==> config.mk <==
export PLATFORM = sky130hd
export DESIGN_NAME = tdcsh_ram
export DESIGN_NICKNAME = d
export VERILOG_FILES = /design/src/hdl/tdcsh_ram.sv
export SDC_FILE = /design/constraint.sdc
export NUM_CORES = 2
export LEC_CHECK = 0
export ABC_CLOCK_PERIOD_IN_PS = 4450
export BUFFER_PORTS_ARGS = -buffer_cell sky130_fd_sc_hd__buf_2
export CORE_MARGIN = 2
export CORE_UTILIZATION = 45
export CTS_BUF_LIST = sky130_fd_sc_hd__clkbuf_4 sky130_fd_sc_hd__clkbuf_8 sky130_fd_sc_hd__clkbuf_16
export CTS_CLUSTER_DIAMETER = 120
export DETAILED_ROUTE_END_ITERATION = 6
export GPL_TIMING_DRIVEN = 0
export PLACE_DENSITY = 0.61
export SLEW_MARGIN = 20
export SYNTH_ARGS = -nofsm -noshare
export SYNTH_HDL_FRONTEND = slang
export SYNTH_SLANG_ARGS = --single-unit
==> constraint.sdc <==
create_clock -name clk_i -period 4.45 [get_ports clk_i]
set_clock_uncertainty 0.2 [all_clocks]
set_input_delay 0.445 -clock clk_i [delete_from_list [all_inputs] [get_ports clk_i]]
set_output_delay 0.445 -clock clk_i [all_outputs]
set_load 0.1 [all_outputs]
==> src/hdl/tdcsh_ram.sv <==
`timescale 1ns / 1ps
// ----------------------------------------------------------------------------
// tdcsh_ram
// simple dual-port memory, one write and one registered read per cycle
// ----------------------------------------------------------------------------
module tdcsh_ram #(
  parameter int unsigned DEPTH = 64,
  parameter int unsigned AW    = 6,
  parameter int unsigned DW    = 32
) (
  input  logic          clk_i,
  input  logic          rd_en_i,
  input  logic [AW-1:0] rd_addr_i,
  output logic [DW-1:0] rd_data_o,
  input  logic          wr_en_i,
  input  logic [AW-1:0] wr_addr_i,
  input  logic [DW-1:0] wr_data_i
);

  logic [DW-1:0] mem [DEPTH];
  logic [DW-1:0] rd_data_q;

  // read returns the old content on a same-address write
  always_ff @(posedge clk_i) begin
    if (wr_en_i) begin
      mem[wr_addr_i] <= wr_data_i;
    end
    if (rd_en_i) begin
      rd_data_q <= mem[rd_addr_i];
    end
  end

  assign rd_data_o = rd_data_q;

endmodule

==> flow_summary.yaml <==
worst_setup_path:
  cp_top_family: "buffers and inverters"
  path_cells: "buf_2 -> buf_2 -> buf_2 -> clkbuf_1 -> mux4_2 -> mux2i_1 -> a21oi_1 -> a21oi_1 -> nor2_1"
  cp.arrival_ns: 4.66
  cp-end-kind: "flop"
  crit_start: "rd_addr_i[1]"
  slowest_delay_ns: 0.90
  cp_slowest_cell: "clkbuf_1"
  path_class: "in -> reg"
  crit_buf_inv: 4
  cpMostUsedCell: "buf_2"
  worstPathMaxFanout: 10
  startpoint_type: "input pin"
  worstPathRequired_ns: 4.79
  regToRegStartpoint: "mem[27][18]"
grt:
  overflow: 0
  grt_max_degree: 65
  antenna_found_initial: 19
  grt_pass1_vias: 39000
  track_usage: 0.273
  grt_pass1_wl_mm: 329
floorplan:
  die_area_sq_um: 179000
  rows: 153
  io_pins: 79
  die_h_um: 423
  design.core.area_sq_um: 174000
  start_util: 0.453
  die_width_um: 423
cts:
  cts_tree: "done"
  cts_sinks: 2080
  clk_latency_ns: 0.85
  post_cts_buffers: 0
  cts_root_buf: "clkbuf_16"
  cts_made_buffers: 202
  clk_pin_slew_ns: 0.06
  h-tree-depth: 4
  max-clock-path-buffers: 3
  cts_resized: 0
logic_synthesis:
  synth_cell_types: 33
  yosys_most_used_dff: "edfxtp_1"
  synth_largest_area_cell: "edfxtp_1"
  syn_inst: 3324
  syn_nets: 3371
  ys_ff_latch: 2080
  synth_area_per_cell_sq_um: 23.7
  synth-edff-count: 2080
  async_flop_share: 0
  yosysTopAreaCellShare: 0.792
  synth_area_leaders: "edfxtp_1 (79%), mux4_2 (16%), mux2i_1 (1.2%)"
  synth_warnings: 0
  syn-cell-area_sq_um: 78800
  synth-seq-area-share: 0.792
place:
  place_congestion: 0.864
  port_buffers: 70
  post-place-ws_ns: -0.578
  post-dp-hpwl_mm: 160
timing:
  fmax_ghz: 0.232
  rsz0062_at_grt: "no"
  fin_ws_ns: 0.131
  slew_headroom: 0.164
  post-route-min-period_ns: 4.32
  setup_violations: 0
  period_share: 0.971
  slew_viol_final: 0
  worst_pin_slew_ns: 1.25
  hold_viol_final: 0
  fin_tns_setup_ns: 0
  timing.hold.ws_ns: 0.0178
final_layout:
  multi_input_area_sq_um: 16000
  fin_nets: 3809
  syn_to_final_growth_pct: 17.8
  final.fill_count: 13000
  final_core_util: 0.534
  drive_gt1_frac: 0.320
  ff_latch_area_sq_um: 62500
drt:
  drc: 0
  wl_per_cell_um: 38.9
  dr.pass1.iters: 6
  vias: 40100
  drt_iter0_markers: 6916
  drt-total-wl_mm: 244
  ant_nets: 0
  avgViaCountPerCell: 6.40
power:
  p_leak_uw: 0.0291
  irDropWorstVdd_mv: 0.460
  finalPower_uw: 41300
  powerDensity_nw_per_um2: 445
worst_hold_path:
  min-delay-start: "wr_data_i[19]"
  hold_class: "in -> reg"
outcome:
  status: "completed"
run:
  drv_cap: 0
cell usage in the layout, fill, tap and decap left out, drive strengths merged, types with 5 or more instances in the layout:
cell type and count:
edfxtp 2080, mux4 544, clkbuf 335, buf 317
nor2 137, mux2i 93, clkinv 91, o22ai 84
a21oi 62, o221ai 27, nand2 26, dlygate4sd3 24
nor2b 15, bufinv 13, a22oi 12, diode 9
nand2b 8, a311oi 8, nor3 7, nand3b 5
nand3 5, or3b 5
layout make-up:
cell class,count,area share
Timing Repair Buffer,234,0.0432
Clock buffer,260,0.0595
Clock inverter,110,0.0114
Multi-Input combinational cell,1062,0.172
Buffer,182,0.00983
Antenna cell,9,0.000243
Tap cell,2325,0.0313
Sequential cell,2080,0.673
worst paths after layout:
kind,to,slack (ns),cells after the start
worst max-delay path,rd_data_o[13],0.13,9
worst min-delay path,mem[54][19],0.02,1
worst max register to register,rd_data_o[18],1.41,4
worst min register to register,rd_data_o[20],0.90,4
metal layers:
layer	part of all wire	vias up	GRT usage
met1	0.37	21700	0.372
li1	-	15200	-
met3	0.11	475	0.0667
met4	0.047	8	0.116
met5	0.00025	-	0
met2	0.47	2655	0.423
sequential cells by signal, summed over array words and instances (netlist names):
| name | count |
|---|---|
| mem | 2048 |
| rd_data_o | 32 |
per-stage QoR:
stage                     instance area [sq um]  std cells
final                                     92900       6262
after global routing                      92900       6258
after CTS                                 92700       6243
after detailed placement                  86000       5859
after global placement                    82100       5719
after floorplan                           78800       3324
what timing repair did:
item / CTS / global route
hold buffers: 14 / 10
setup endpoints to repair: 0 / 0
hold endpoints to repair: 320 / 271
cells by family (layout without fill, tap and decap cells):
group / Yosys count / after routing / synth area share
AO/OA/AOI/OAI: 202 / 202 / 0.0167
multiplexers: 637 / 637 / 0.167
buffers and inverters: 182 / 786 / 0.0112
other: 0 / 9 / 0
AND/OR/NAND/NOR: 223 / 223 / 0.0126
flip-flops: 2080 / 2080 / 0.792
power breakdown:
group	switching, uW	internal (uW)	leakage, uW	total (uW)
Clock	7470	9560	0.00328	17000
Sequential	36.2	21700	0.0187	21800
Combinational	1770	770	0.00704	2540
Yosys cell counts (7+ instances only):
| cell | number |
|---|---|
| a21oi_1 | 62 |
| a22oi_1 | 12 |
| a311oi_1 | 8 |
| buf_1 | 21 |
| buf_2 | 57 |
| buf_4 | 25 |
| clkbuf_1 | 74 |
| edfxtp_1 | 2080 |
| mux2i_1 | 93 |
| mux4_2 | 544 |
| nand2_1 | 26 |
| nand2b_1 | 8 |
| nor2_1 | 137 |
| nor2b_1 | 15 |
| nor3_1 | 7 |
| o221ai_1 | 27 |
| o22ai_1 | 84 |
Power figures use the tool's default switching activity.
