--- config.mk ---
export PLATFORM = sky130hd
export DESIGN_NAME = tdcsh_parser
export DESIGN_NICKNAME = d
export VERILOG_FILES = /design/src/hdl/tdcsh_pkg.sv /design/src/hdl/tdcsh_parser.sv
export SDC_FILE = /design/constraint.sdc
export NUM_CORES = 1
export LEC_CHECK = 0
export BUFFER_PORTS_ARGS = -buffer_cell sky130_fd_sc_hd__buf_2
export CORE_ASPECT_RATIO = 0.8
export CORE_MARGIN = 1.5
export CORE_UTILIZATION = 49
export DETAILED_ROUTE_END_ITERATION = 7
export GPL_TIMING_DRIVEN = 0
export PLACE_DENSITY = 0.93
export SETUP_SLACK_MARGIN = 0.02
export SKIP_CTS_REPAIR_TIMING = 1
export SYNTH_ARGS = -nofsm -noshare
export SYNTH_HDL_FRONTEND = slang
export SYNTH_SLANG_ARGS = --single-unit
--- constraint.sdc ---
create_clock -name clk_i -period 9.9 [get_ports clk_i]
set_input_delay 1.485 -clock clk_i [delete_from_list [all_inputs] [get_ports clk_i]]
set_output_delay 1.485 -clock clk_i [all_outputs]
set_load 0.02 [all_outputs]
--- src/hdl/tdcsh_pkg.sv ---
`timescale 1ns / 1ps
// ----------------------------------------------------------------------------
// tdcsh_pkg
// shared types and constants of the tdc subevent histogrammer
// ----------------------------------------------------------------------------
package tdcsh_pkg;

  // default sizes
  localparam int unsigned CHANNELS_DEF   = 64;
  localparam int unsigned BIN_BITS_DEF   = 10;
  localparam int unsigned COUNT_BITS_DEF = 32;

  // function codes of an input item
  localparam logic [1:0] FUNC_WORD   = 2'd0;
  localparam logic [1:0] FUNC_RD_BIN = 2'd1;
  localparam logic [1:0] FUNC_RD_TOT = 2'd2;

  // result status codes
  localparam logic [1:0] ST_IGNORED  = 2'd0;
  localparam logic [1:0] ST_COUNTED  = 2'd1;
  localparam logic [1:0] ST_REJECTED = 2'd2;
  localparam logic [1:0] ST_READ     = 2'd3;

  // configuration register indexes
  localparam logic CFG_SUBEVENT_ID = 1'b0;
  localparam logic CFG_MODULE      = 1'b1;

  typedef struct packed {
    logic [1:0]  func;
    logic [31:0] word;
    logic        first_word;
    logic [15:0] subevent_size;
    logic [31:0] subevent_id;
    logic [5:0]  read_channel;
    logic [9:0]  read_bin;
  } in_item_t;

  typedef struct packed {
    logic [1:0]  status;
    logic [31:0] read_data;
  } out_item_t;

  // decode of one item, from the parser to the counter stage
  typedef struct packed {
    logic [1:0]  status;
    logic        inc;      // increment bin and total
    logic        use_bin;  // return bin content
    logic        use_tot;  // return channel total
    logic [5:0]  chan;
    logic [15:0] bin;      // bin index, zero extended
  } parse_t;

endpackage

--- src/hdl/tdcsh_parser.sv ---
`timescale 1ns / 1ps
// ----------------------------------------------------------------------------
// tdcsh_parser
// subevent framing state and decode of one input item
// ----------------------------------------------------------------------------
module tdcsh_parser #(
  parameter int unsigned CHANNELS = 64,
  parameter int unsigned BIN_BITS = 10
) (
  input  logic               clk_i,
  input  logic               rst_ni,
  input  logic               accept_i,
  input  tdcsh_pkg::in_item_t item_i,
  input  logic [31:0]        sel_id_i,
  input  logic [3:0]         sel_module_i,
  output tdcsh_pkg::parse_t  parse_o
);
  import tdcsh_pkg::*;

  localparam int unsigned NBINS = 1 << BIN_BITS;

  logic [15:0] pos_q, pos_d;
  logic        acc_q, acc_d;
  logic [15:0] pos;
  logic        acc_now;
  logic [17:0] hdr_len;
  logic [3:0]  wmod;
  logic [5:0]  wchan;
  logic [15:0] wbin;

  always_comb begin
    parse_o = '0;
    pos_d   = pos_q;
    acc_d   = acc_q;
    pos     = item_i.first_word ? 16'd0 : pos_q;
    acc_now = acc_q;
    wmod    = item_i.word[31:28];
    wchan   = item_i.word[27:22];
    wbin    = item_i.word[15:0] >> (16 - BIN_BITS);
    hdr_len = {item_i.subevent_size - 16'd1, 2'b00};
    unique case (item_i.func)
      FUNC_WORD: begin
        if (item_i.first_word) begin
          acc_now = (item_i.subevent_id == sel_id_i) && (item_i.subevent_size >= 16'd4);
          if (!acc_now) begin
            parse_o.status = ST_REJECTED;
          end
        end
        if (!item_i.first_word && acc_now && (pos < item_i.subevent_size)) begin
          if (pos == 16'd1) begin
            // length word of the header
            if ({2'b00, item_i.word[15:0]} != hdr_len) begin
              acc_now        = 1'b0;
              parse_o.status = ST_REJECTED;
            end
          end else if (pos >= 16'd4) begin
            if ((wmod == sel_module_i) && ({1'b0, wchan} < 7'(CHANNELS))) begin
              parse_o.inc    = 1'b1;
              parse_o.status = ST_COUNTED;
              parse_o.chan   = wchan;
              parse_o.bin    = wbin;
            end
          end
        end
        acc_d = acc_now;
        pos_d = (pos != 16'hffff) ? pos + 16'd1 : pos;
      end
      FUNC_RD_BIN: begin
        parse_o.status  = ST_READ;
        parse_o.chan    = item_i.read_channel;
        parse_o.bin     = {6'd0, item_i.read_bin};
        parse_o.use_bin = ({1'b0, item_i.read_channel} < 7'(CHANNELS))
                          && ({7'd0, item_i.read_bin} < 17'(NBINS));
      end
      FUNC_RD_TOT: begin
        parse_o.status  = ST_READ;
        parse_o.chan    = item_i.read_channel;
        parse_o.use_tot = {1'b0, item_i.read_channel} < 7'(CHANNELS);
      end
      default: begin
      end
    endcase
  end

  always_ff @(posedge clk_i or negedge rst_ni) begin
    if (!rst_ni) begin
      pos_q <= '0;
      acc_q <= 1'b0;
    end else if (accept_i) begin
      pos_q <= pos_d;
      acc_q <= acc_d;
    end
  end

endmodule

==> impl_summary.txt, run 1 <==
----------------------------------------------------
[Final layout]
  Leading cell types in the layout, fill and taps excluded ... sky130_fd_sc_hd__buf_2, sky130_fd_sc_hd__xnor2_1, sky130_fd_sc_hd__nor2_1, sky130_fd_sc_hd__xor2_1, sky130_fd_sc_hd__inv_1
  Final layout net count ... between 600 and 700
  Leading cell type in the layout, fill and taps excluded ... sky130_fd_sc_hd__buf_2
  Area growth syn-to-layout ... 32.8%
  Fraction of final layout cells sized beyond drive strength 1 ... 0.321
  Total non-filler cell area in the finished layout ... between 3000 and 4000 um^2
  Final design utilization ... 0.677

[Placed design]
  Number of buffers inserted by port buffering ... about 150
  Final Wtd Congestion ... around 0.93
  Half-perimeter wire length of the detailed placement result ... roughly 7900 um
  Post-DP Area ... between 3000 and 4000 um^2
  Worst setup timing slack at the placement stage ... between 3000 and 4000 ps

[Detailed routing]
  1st-pass router iterations ... 5
  DRC violation total after the first TritonRoute iteration ... 352
  Antenna Violating Nets Remaining ... 0
  Ratio of routed vias to standard cells ... 5.73
  Drt total wl ... 9460 um
  Average detailed-routed wire length per instance ... about 15 um
  Via count ... about 3500
  Post-route DRC ... 0

[STA]
  Period minus WS final ... around 7000 ps
  Crit share post-route ... 0.694
  Actual slew at the worst max-slew pin ... between 600 and 700 ps
  Sum Neg Setup Slack ... 0 ps
  Smallest setup slack after layout ... between 3000 and 4000 ps
  Slew HR ... 0.547
  Max Clock Freq ... about 150 MHz
  Final hold vios ... 0
  Setup repair after global routing missed its margin ... false
  Worst clock skew ... 3.38 ps
  Setup violation total in the final timing report ... 0
  Final Max Tran Viols ... 0

[Global routing]
  Via count of the first global-routing pass ... about 3200
  Number of antenna violations at the first check in global routing ... 1
  Total routing resource utilization after global routing ... 0.305
  Largest net degree at the start of global routing ... 18
  Wire length of the first global-routing pass ... approximately 15000 um
  Total grt overflow ... 0

[Critical path]
  Sort of element at the start of the critical path ... primary input
  Chain of cells forming the critical path ... buf_2 -> clkbuf_1 -> clkbuf_1 -> nor2b_1 -> ha_1 -> a211oi_1 -> nand2_1 -> or4_1 -> a211o_1 -> nor2_1 -> buf_2 -> a22o_1 -> buf_2
  Category of the critical setup timing path ... in -> out
  Family of cells with the greatest summed delay on the critical path ... buffers and inverters
  Kind of end point of the critical path ... output port
  Arrival time at the worst endpoint ... around 5400 ps
  Worst-path cell with the longest stage delay ... sky130_fd_sc_hd__or4_1
  Required time of the critical path ... approximately 8400 ps
  Slowest Stage Delay on Critical Path ... around 550 ps
  CP Max Fanout ... 10
  CP most frequent cell ... sky130_fd_sc_hd__buf_2
  Critical path buffer and inverter count ... 5

[Floorplan]
  Die outline height ... between 70 and 80 um
  Placement row count ... 24
  Top-level I/O count ... 165
  Die Outline Area ... ~6200 um^2
  Die Span X ... around 90 um
  Core Region ... about 5500 um^2
  Starting utilization of the core area ... 0.510

[Logic synthesis]
  Primary FF master, synth ... sky130_fd_sc_hd__dfrtp_1
  Mean instance size in the synthesized netlist ... ~7.5 um^2
  Count of unique library cells instantiated by Yosys ... 54
  Share of synthesized area occupied by flip-flops and latches ... 0.152
  Netlist Area Pre-Place ... between 2000 and 3000 um^2
  Number of flip-flops and latches in the synthesized netlist ... 17
  Count of flip-flops with a built-in enable after synthesis ... 0
  Cell type with the highest aggregate area in the netlist ... sky130_fd_sc_hd__dfrtp_1
  Post-synth top area share ... 0.152
  Leading post-synthesis cells by cell area ... sky130_fd_sc_hd__dfrtp_1, sky130_fd_sc_hd__ha_1, sky130_fd_sc_hd__xnor2_1
  Fraction of registers with async set/reset ... 1.00
  Syn. warnings ... 0
  Instance count of the mapped netlist ... between 300 and 400

[Pwr]
  Total leakage power ... 1.82 nW
  Power density of the placed cells ... 68.9 nW/um^2
  Maximum ir drop on the vdd rail ... a little over 0.05 mV

[Clock tree]
  Number of buffers created by CTS ... 3
  Clk slew on worst S/H paths ... about 70 ps
  CTS max path bufs ... 2
  Clock tree from TritonCTS ... yes
  Clock network latency to the later pin of the worst-skew pair ... ~250 ps
  CTS sink cnt ... 17
  Clk root buf ... sky130_fd_sc_hd__clkbuf_8
  CTS HTree Levels ... 1

[Run]
  Count of maximum capacitance violations ... 0

[Worst hold path]
  Hold Crit Class ... reg -> reg

[Outcome]
  Outcome ... completed

----------------------------------------------------
-- synth_stat cells (all sizes together), types with 15 or more instances --
master   n
a21oi   18
dfrtp   17
ha      23
inv     27
nand2   23
nor2    28
nor3    16
nor4    15
o21ai   16
xnor2   30
xor2    28
-- final timing paths --
check,from,endpoint,slack [ps],depth (start not counted)
hold / removal,pos_q[0],pos_q[0],510,1
setup reg to reg,pos_q[0],pos_q[5],7030,10
min in group asynchronous,rst_ni,pos_q[13],1150,1
max in group asynchronous,rst_ni,pos_q[7],8460,1
hold reg to reg,pos_q[0],pos_q[0],510,1
setup / recovery,item_i[64],parse_o[8],3030,13
-- final cells by class --
| type | count | area, um^2 |
|---|---|---|
| multi-input cells | 312 | 2170 |
| inverters | 27 | 101 |
| clock buffers | 4 | 45.0 |
| fillers | 477 | 1780 |
| diodes | 1 | 2.50 |
| plain buffers | 22 | 123 |
| repair buffers | 151 | 756 |
| well taps | 78 | 97.6 |
| flip-flops and latches | 17 | 425 |
-- layer usage --
layer	vias up	share of wire	wire length [um]	global-route usage
met5	-	0	0	0
li1	1651	-	-	-
met3	22	0.085	801	0.0583
met2	211	0.50	4710	0.527
met4	0	0.027	257	0.111
met1	1623	0.39	3690	0.377
-- power by group --
part | switching, W | leakage, nW | internal, W
sequential | 0.00000417 | 0.222 | 0.0000746
combinational | 0.0000669 | 1.58 | 0.0000572
clock | 0.0000250 | 0.0228 | 0.0000286
-- sequential cells by signal, indices dropped and copies added, names as in the netlist --
signal  flops
pos_q      16
acc_q       1
-- cell families after synthesis --
kind of cell | share of synthesized area
AND/OR/NAND/NOR | 0.280
AO/OA/AOI/OAI | 0.181
XOR/XNOR | 0.181
buffers and inverters | 0.0800
adder cells (fa/ha/maj) | 0.103
flip-flops | 0.152
multiplexers | 0.0219
other | 0.00134
-- stage by stage --
step | power, W | std cells | hold slack (ps)
after detailed placement | 0.000202 | 607 | 502
final | 0.000256 | 612 | 507
after global placement | 0.000197 | 607 | 474
after global routing | 0.000273 | 612 | 526
after floorplan | 0.000149 | 378 | 455
after CTS | 0.000255 | 611 | 511
Note: power is estimated with default switching activity, not from simulation.
==> run 2, diff against run 1 <==
Settings changed: CORE_UTILIZATION 49 to 41, PLACE_DENSITY 0.93 to 0.83.
Clock period 9.9 ns to 5.5 ns, I/O delays scaled along.
==> run 2 against run 1 <==
  * Global-route usage down 7.3 points
  * Via count down 4.4%
  * Sequential power up 79%
  * Sequential cell count unchanged
  * Non-clock buffer count unchanged
  * Critical path depth unchanged
  * Core utilization down 10 points
  * Power up 78%
==> impl_summary.txt, run 2 (synthesis gave the netlist of run 1 again) <==
----------------------------------------------------
[Pwr]
  Share of total power consumed by net switching ... 0.366
  Power density of the placed cells ... between 100 and 150 nW/um^2
  Total leakage power ... about 1.8 nW
  Total net switching power ... around 0.00017 W
  Internal power component ... 0.000289 W
  Proportion of power drawn by combinational gates ... 0.487
  Sequential fraction of design power ... 0.310
  Maximum ir drop on the vdd rail ... roughly 0.12 mV
  Clock Power Share ... 0.203

[Floorplan]
  Placement row count ... 26
  Die Outline Area ... 7340 um^2
  Starting utilization of the core area ... 0.430
  Die Span X ... 95.4 um
  Die outline height ... between 70 and 80 um
  Top-level I/O count ... between 150 and 200
  Core Region ... 6510 um^2

[Critical path]
  Arrival time at the worst endpoint ... 4260 ps
  Required time of the critical path ... 4680 ps
  Sort of element at the start of the critical path ... primary input
  CP Max Fanout ... 10
  Category of the critical setup timing path ... in -> out
  Kind of end point of the critical path ... output port

[Global routing]
  Via count of the first global-routing pass ... just over 3000
  Number of antenna violations at the first check in global routing ... 0
  Total grt overflow ... 0
  Total routing resource utilization after global routing ... 0.232
  Wire length of the first global-routing pass ... ~14000 um
  Largest net degree at the start of global routing ... 18

[Final layout]
  Largest registers ... pos_q x16, acc_q x1
  Final layout net count ... 695
  Flip-flop count of the largest register, all copies and words added ... 16
  Filler instances ... 617
  Total non-filler cell area in the finished layout ... roughly 3700 um^2
  Leading cell type in the layout, fill and taps excluded ... sky130_fd_sc_hd__buf_2
  Most flop-heavy register ... pos_q
  Leading cell types in the layout, fill and taps excluded ... sky130_fd_sc_hd__buf_2, sky130_fd_sc_hd__xnor2_1, sky130_fd_sc_hd__xor2_1
  Total area of multi-input combinational cells ... ~2200 um^2
  Area growth syn-to-layout ... 33.2%
  Fraction of final layout cells sized beyond drive strength 1 ... 0.325
  FF/Latch Area ... 425 um^2
  Antenna cells ... 0

[Detailed routing]
  1st-pass router iterations ... 5
  DRC violation total after the first TritonRoute iteration ... between 150 and 200
  Post-route DRC ... 0
  Drt total wl ... approximately 8700 um
  Via count ... about 3400
  Average detailed-routed wire length per instance ... around 14 um
  Antenna Violating Nets Remaining ... 0
  Ratio of routed vias to standard cells ... about 5.4

[STA]
  Final hold vios ... 0
  Period minus WS final ... about 5100 ps
  Worst clock skew ... 5.02 ps
  Slew HR ... 0.579
  Actual slew at the worst max-slew pin ... roughly 600 ps
  Post-Route Hold Slack ... between 400 and 500 ps
  Setup violation total in the final timing report ... 0
  Sum Neg Setup Slack ... 0 ps
  Setup repair after global routing missed its margin ... false
  Final Max Tran Viols ... 0
  Crit share post-route ... 0.925
  Max Clock Freq ... 197 MHz

[Clock tree]
  Clock tree from TritonCTS ... yes
  Clk root buf ... sky130_fd_sc_hd__clkbuf_8
  CTS HTree Levels ... 1
  CTS sink cnt ... 17
  Number of buffers created by CTS ... 3
  CTS max path bufs ... 2
  Clk slew on worst S/H paths ... approximately 70 ps
  Clock network latency to the later pin of the worst-skew pair ... 250 ps

[Placed design]
  Number of buffers inserted by port buffering ... 151
  Post-DP Area ... 3680 um^2
  Half-perimeter wire length of the detailed placement result ... around 7500 um
  Final Wtd Congestion ... 0.937

[Outcome]
  Outcome ... completed

[Run]
  Count of maximum capacitance violations ... 0

[Worst hold path]
  Hold Crit Class ... in -> async

----------------------------------------------------
[run 2: cell count changes in the layout (fill, tap and decap cells not counted), sizes merged]
| cell | delta |
|---|---|
| diode | -1 |
[run 2: final cells by class]
type                    instances  share of cell area
repair buffers                151               0.203
clock buffers                   4              0.0121
well taps                      84              0.0282
flip-flops and latches         17               0.114
plain buffers                  22              0.0332
multi-input cells             312               0.583
inverters                      27              0.0272
[run 2: final timing paths]
kind	slack [ps]	endpoint	start	cells past startpoint
setup / recovery	410	parse_o[3]	item_i[64]	13
hold / removal	490	pos_q[13]	rst_ni	1
setup reg to reg	2620	pos_q[5]	pos_q[0]	10
hold reg to reg	520	pos_q[0]	pos_q[0]	1
max in group asynchronous	4730	pos_q[1]	rst_ni	1
min in group clk_i	520	pos_q[0]	pos_q[0]	1
[run 2: power by group through the flow]
stage,registers (W),logic [W],clock network (W)
floorplan,0.000142,0.000127,0
global placement,0.000143,0.000212,0
detailed placement,0.000143,0.000220,0
CTS,0.000141,0.000221,0.0000974
global route,0.000143,0.000246,0.000102
finish,0.000141,0.000222,0.0000926
[run 2: critical path, cell delays in order]
cell and delay, ps:
sky130_fd_sc_hd__buf_2 160, sky130_fd_sc_hd__clkbuf_1 350, sky130_fd_sc_hd__clkbuf_2 300, sky130_fd_sc_hd__nor2b_1 80, sky130_fd_sc_hd__ha_1 290, sky130_fd_sc_hd__a211oi_1 310, sky130_fd_sc_hd__nand2_1 90, sky130_fd_sc_hd__or4_1 550
sky130_fd_sc_hd__a211o_1 360, sky130_fd_sc_hd__nor2_2 280, sky130_fd_sc_hd__buf_2 290, sky130_fd_sc_hd__a22o_1 190, sky130_fd_sc_hd__buf_2 170
[run 2: per-layer routing]
layer | track usage | vias to the layer above | share of wire | routed length (um)
li1 | - | 1650 | - | -
met1 | 0.329 | 1539 | 0.43 | 3750
met2 | 0.384 | 155 | 0.46 | 4000
met3 | 0.0337 | 8 | 0.098 | 849
met4 | 0.0206 | 0 | 0.0099 | 86
met5 | 0 | - | 0 | 0
[run 2: stage by stage]
stage / total power (W) / setup WS (ps) / cells / utilization
after floorplan: 0.000269 / 837 / 378 / -
after global placement: 0.000355 / 273 / 613 / 0.566
after detailed placement: 0.000363 / 191 / 613 / 0.566
after CTS: 0.000459 / 159 / 617 / 0.573
after global routing: 0.000491 / 162 / 617 / 0.573
final: 0.000455 / 414 / 617 / 0.573
